**config.mk**
```make
export PLATFORM = sky130hd
export DESIGN_NAME = c2dvw_mac
export DESIGN_NICKNAME = d
export VERILOG_FILES = /design/src/rtl/c2dvw_pkg.sv /design/src/rtl/c2dvw_mac.sv
export SDC_FILE = /design/constraint.sdc
export NUM_CORES = 1
export LEC_CHECK = 0
export ABC_CLOCK_PERIOD_IN_PS = 10100
export BUFFER_PORTS_ARGS = -buffer_cell sky130_fd_sc_hd__buf_4
export CAP_MARGIN = 0
export CORE_MARGIN = 2
export CORE_UTILIZATION = 55
export CTS_CLUSTER_SIZE = 12
export DETAILED_ROUTE_END_ITERATION = 10
export GPL_ROUTABILITY_DRIVEN = 0
export PLACE_DENSITY_LB_ADDON = 0.15
export SYNTH_ARGS = -nofsm -noshare
export SYNTH_HDL_FRONTEND = slang
export SYNTH_SLANG_ARGS = --single-unit
```
**constraint.sdc**
```tcl
create_clock -name clk -period 10.1 [get_ports clk]
set_input_delay 1.01 -clock clk [delete_from_list [all_inputs] [get_ports clk]]
set_output_delay 1.01 -clock clk [all_outputs]
set_load 0.05 [all_outputs]
```
**src/rtl/c2dvw_pkg.sv**
```systemverilog
// ----------------------------------------------------------------------------
// c2dvw_pkg
// Shared types and constants of the valid-window 2D convolution unit.
// ----------------------------------------------------------------------------
package c2dvw_pkg;

  localparam int KMAX       = 8;
  localparam int MAX_WIDTH  = 1024;
  localparam int MAX_HEIGHT = 1024;

  localparam int KW     = $clog2(KMAX + 1);            // kernel size width
  localparam int KIW    = $clog2(KMAX);                // kernel index width
  localparam int COLW   = $clog2(MAX_WIDTH);
  localparam int ROWW   = $clog2(MAX_HEIGHT);
  localparam int MASKAW = $clog2(KMAX * KMAX);
  localparam int LINEAW = $clog2(KMAX * MAX_WIDTH);
  localparam int SUMW   = 38;
  localparam int CFGW   = 11;

  localparam logic [1:0] REG_KERNEL_SIZE  = 2'd0;
  localparam logic [1:0] REG_IMAGE_WIDTH  = 2'd1;
  localparam logic [1:0] REG_IMAGE_HEIGHT = 2'd2;

  localparam logic OP_COEF  = 1'b0;
  localparam logic OP_PIXEL = 1'b1;

  typedef struct packed {
    logic               op;
    logic [5:0]         coef_index;
    logic signed [15:0] coef_value;
    logic signed [15:0] pixel_value;
  } in_item_t;

  typedef struct packed {
    logic signed [SUMW-1:0] window_sum;
    logic [9:0]             out_row;
    logic [9:0]             out_col;
    logic                   last_of_frame;
  } out_item_t;

endpackage

```
**src/rtl/c2dvw_mac.sv**
```systemverilog
// ----------------------------------------------------------------------------
// c2dvw_mac
// Registered multiply and accumulate of one pixel and one coefficient.
// ----------------------------------------------------------------------------
module c2dvw_mac (
  input  logic                             clk,
  input  logic                             start,
  input  logic                             en,
  input  logic signed [15:0]               pix,
  input  logic signed [15:0]               coef,
  output logic signed [c2dvw_pkg::SUMW-1:0] acc
);
  import c2dvw_pkg::*;

  logic signed [31:0] prod;
  logic               prod_vld;
  logic               prod_first;

  always_ff @(posedge clk) begin
    prod       <= pix * coef;
    prod_vld   <= en;
    prod_first <= start;
    if (prod_vld) begin
      if (prod_first) begin
        acc <= SUMW'(prod);
      end else begin
        acc <= acc + SUMW'(prod);
      end
    end
  end

endmodule

```
# ---- Word level (Yosys, flattened, before mapping)
# Cells that the tools add are included.
dict set report totals {
  register_bits 72
  latch_bits 0
  mem_bits_rw 0
  mem_bits_ro 0
  inputBits 35
  output_inout_bits 38
  n_memories 0
}
dict set report op_classes {
  add_sub_neg 1
  n_mul 1
  div_mod_pow 0
  order_cmp 0
  eq_ne 0
  shift 0
  muxes 1
  n_bitwise 0
  reduce_logical 0
}
# operator count
set ops {}
lappend ops {{$add A38 B32 Y38} 1}
lappend ops {{$mux W38} 1}
lappend ops {{$mul A16 B16 Y32} 1}

# ---- Depth between registers and ports, before layout
dict set report logic_depth {
  ltp_word 2
  mapped_depth 23
  depth_no_buf 22
}

# ---- Worst setup path after synthesis
# Ideal clock, no wire load.
dict set report synth_path {
  path_type {input port to flip-flop}
  startpoint {in coef[1]}
  endpoint {reg prod[31]}
  setup_time_ns 0.091
  arrival_time_ns 6.389
  t_required_ns 10.009
  slack_ns 3.620
  stages 21
  n_path_buf 1
  path_cell_list {clkbuf_1 > nand2_1 > fa_1 > fa_1 > fa_1 > inv_1 > fa_1 > fa_1 > inv_1 > fa_1 > inv_1 > ha_1 > a21o_1 > a21o_1 > a21oi_1 > o31ai_2 > a311oi_4 > o21ai_2 > a2111oi_4 > nor2_1 > a311oi_1}
}
dict set report synth_via {
  elab_chain_cells 1
}
# item line
set synth_rtl {}
lappend synth_rtl {{start, declared} c2dvw_mac.sv:10} ;# input logic signed [15:0] coef,
lappend synth_rtl {{$mul A16 B16 Y32} c2dvw_mac.sv:20} ;# prod <= pix * coef;
lappend synth_rtl {{end signal, assigned} c2dvw_mac.sv:20}
lappend synth_rtl {{end, declared} c2dvw_mac.sv:15} ;# logic signed [31:0] prod;
# No other way between the ends.
# A chain may end at the register's enable or synchronous reset.

# ---- Worst setup path after layout
dict set report layout_path {
  startpoint {in coef[1]}
  endpoint {reg prod[30]}
}
# Same word-level chain as after synthesis.

==> flow_summary.rst <==
.. list-table::
   :header-rows: 1

   * - Metric
     - Value
   * - Outcome
     - finished clean
   * - Leading cell types by total area after synthesis
     - fa_1 (38%), ha_1 (11%), edfxtp_1 (8.3%)
   * - Number of hold buffers added after cts
     - 0
   * - Area share of the largest cell type after synthesis
     - between 30% and 40%
   * - Hold Vio Cnt, Final
     - 0
   * - Launching element type of the critical path
     - input pin
   * - Count of pins on the block boundary
     - 73
   * - Layout cells sized above 1
     - approximately 6.7%
   * - Starting DRT DRC Count
     - 702
   * - Area of the core
     - approximately 24000 um2
   * - Post-detail-place hpwl
     - roughly 25000 um
   * - NumNets Final
     - roughly 1900
   * - TNS Setup
     - 0 ns
   * - Largest area contributor in the synthesized netlist
     - fa_1
   * - Number of antenna violations at the first check in global routing
     - 0
   * - Maximum number of pins on one net before global-route repair
     - slightly above 70
   * - Tmin final
     - approximately 6.6 ns
   * - Worst hold path class
     - flop to flop
   * - First-pass detailed-route iteration total
     - 5
   * - Biggest fanout along the worst timing path
     - 16
   * - Worst hold endpoint
     - acc[15]
   * - TritonCTS clock tree
     - done
   * - Unrepaired setup endpoints after global routing
     - false
   * - Depth of the worst register-to-register path
     - 12
   * - Antenna Diode Count
     - 0
   * - Number of DRC violations after detailed routing
     - 0
   * - Number of filler instances in the final layout
     - 2096
   * - Vert. Die Dim
     - roughly 160 um
   * - Wire length of the first global-routing pass
     - 50120 um
   * - Max-cap violations
     - 0
   * - Share of flip-flops with an asynchronous set or reset
     - 0%
   * - Final setup viols
     - 0
   * - Reg2Reg Capture Point
     - acc[36]
   * - Number of nets still failing antenna checks after routing
     - 0
   * - Quantity of gates resized following cts
     - 0
   * - Max Transition Viols Final
     - 0
   * - Worst Min Path Start
     - prod[15]
   * - Worst slew margin
     - 58.41%
   * - Most used standard cell by instance count after synthesis
     - inv_1
   * - Global-route congestion overflow total
     - 0
   * - Synthesized netlist cell count
     - between 1000 and 1500
   * - Slew at the pin closest to its max-slew limit
     - ~0.62 ns
   * - Relative area change from synthesis to final layout
     - 8.038%
   * - Via count of the first global-routing pass
     - 10010
   * - Worst Hold Path Cells
     - 2
   * - Count of warnings emitted by yosys
     - 0
   * - Leading cell types by count after synthesis
     - inv_1 (302), fa_1 (263), nand2_1 (169), and2_1 (128), ha_1 (119)
   * - Most frequently used flop master after synthesis
     - edfxtp_1
   * - Number of enable flip-flop cells after synthesis
     - 38
   * - Register bit total from synthesis
     - ~70
   * - Total die area
     - ~26000 um2
   * - Maximum operating frequency
     - approximately 0.15 GHz
   * - Total number of vias
     - 9811
   * - Quantity of I/O buffers inserted on ports
     - 72
   * - Unique cell type count in the Yosys netlist
     - 57
   * - Routed WL
     - around 30000 um
   * - Synthesized cell area
     - about 14000 um2
   * - Source-to-sink clock delay at the later pin of the worst-skew pair
     - 0.33 ns
   * - H-tree levels
     - 3
   * - Data required time at the worst endpoint
     - about 10 ns
   * - Average wire length per cell after detail routing
     - between 15 and 20 um
   * - Avg Inst Size Synth
     - ~9.3 um2
   * - Row cnt
     - 57
   * - GRT Util Overall
     - 23.83%
   * - Fraction of the yosys area taken by sequential cells
     - 13.19%
   * - Period utilization
     - between 60% and 70%
   * - Clock slew at reported path FFs
     - roughly 0.06 ns
   * - Root buffer cell
     - clkbuf_16
   * - Launching point of the worst reg2reg path
     - acc[0]
   * - Arr. time, crit path
     - a little under 7 ns
   * - Synthesized Nets
     - ~1900
   * - Total CTS buffers
     - 9
   * - Critical path capture point type
     - flop
   * - Setup clock skew after layout
     - around 0.0063 ns
   * - Clock sink total
     - between 70 and 80
   * - Starting density of the core
     - between 50% and 60%
   * - Die Wd
     - 162.5 um
   * - Post-DR vias/cell
     - 5.300
   * - Crit Path Category
     - input pin to flop
   * - Buffer count from post-CTS setup fixing
     - 0
   * - Max Root-Sink Buffers
     - 2
   * - Flop-to-flop setup slack
     - around 7.0 ns
[area by class of cell]
| class | instances | area (um2) | share of cell area (%) |
|---|---|---|---|
| multi-input cells | 1063 | 10700 | 71.72 |
| clock buffers | 9 | 225.2 | 1.510 |
| inverters | 302 | 1134 | 7.599 |
| well taps | 324 | 405.4 | 2.717 |
| repair buffers | 74 | 555.5 | 3.724 |
| clock inverters | 7 | 76.32 | 0.5116 |
| flip-flops and latches | 72 | 1823 | 12.22 |
[metrics by stage]
step | setup WS (ns) | cells | hold WS (ns) | cell area, um2 | util, %
6_report | 3.548 | 1851 | 0.5458 | 14920 | 60.98
5_1_grt | 3.218 | 1851 | 0.5753 | 14920 | 60.98
4_1_cts | 3.575 | 1851 | 0.5490 | 14920 | 60.98
3_5_place_dp | 3.243 | 1835 | 0.5289 | 14620 | 59.75
3_3_place_gp | 3.344 | 1835 | 0.5278 | 14620 | 59.75
2_1_floorplan | 3.620 | 1478 | 0.5093 | 13810 | -
[metal layers]
layer / wire, um / share of wire, % / track usage (%) / up-vias
met5: 0 / 0 / 0 / -
met1: 14380 / 49 / 36.13 / 4786
met4: 264 / 0.89 / 3.982 / 0
li1: - / - / - / 4689
met2: 12830 / 43 / 37.37 / 307
met3: 2083 / 7.0 / 3.259 / 29
[how the worst max path moves through the flow]
stage | cells after the start | start | slack [ns] | endpoint
2_1_floorplan | 21 | coef[1] | 3.62 | prod[31]
3_3_place_gp | 21 | coef[1] | 3.34 | prod[30]
3_5_place_dp | 20 | coef[1] | 3.24 | prod[30]
4_1_cts | 20 | coef[1] | 3.58 | prod[30]
5_1_grt | 21 | coef[1] | 3.22 | prod[30]
6_report | 20 | coef[1] | 3.55 | prod[30]
[cells in the final DEF, fill, tap and decap left out, drive strengths merged, types with 12 or more instances in the layout]
cell and count:
a21o 24, a21oi 52, and2 128, buf 74
dfxtp 34, edfxtp 38, fa 263, ha 119
inv 306, nand2 169, nand2b 12, nor2 51
o21ai 57, o21bai 17, xnor2 44, xor2 22
[sequential cells by signal, indices dropped and copies added, names as in the netlist]
signal,count
prod_first,1
acc,38
prod,32
prod_vld,1
[cell families after synthesis]
kind of cell | after synthesis | synth area share (%)
mux | 3 | 0.2356
simple gates | 408 | 14.36
buf+inv | 343 | 9.324
fa+ha+maj | 382 | 48.91
xor+xnor | 66 | 4.186
compound gates | 204 | 9.786
flops | 72 | 13.19
[worst max-delay path, cell delays in order]
cell and delay [ns]:
buf_4 0.18, nand2_1 0.12, inv_1 0.09, fa_1 0.64, fa_1 0.81, fa_1 0.51
fa_1 0.51, fa_1 0.49, inv_1 0.05, fa_1 0.48, inv_1 0.04, ha_1 0.35
a21o_1 0.18, a21o_1 0.17, a21oi_1 0.14, nor2b_1 0.08, nor4bb_1 0.42, o21ai_0 0.17
a21oi_1 0.21, xnor2_1 0.16
Power is left out: the tool's default activity adds up to more than one toggle a clock period on the data nets, which glitch-free logic cannot reach.
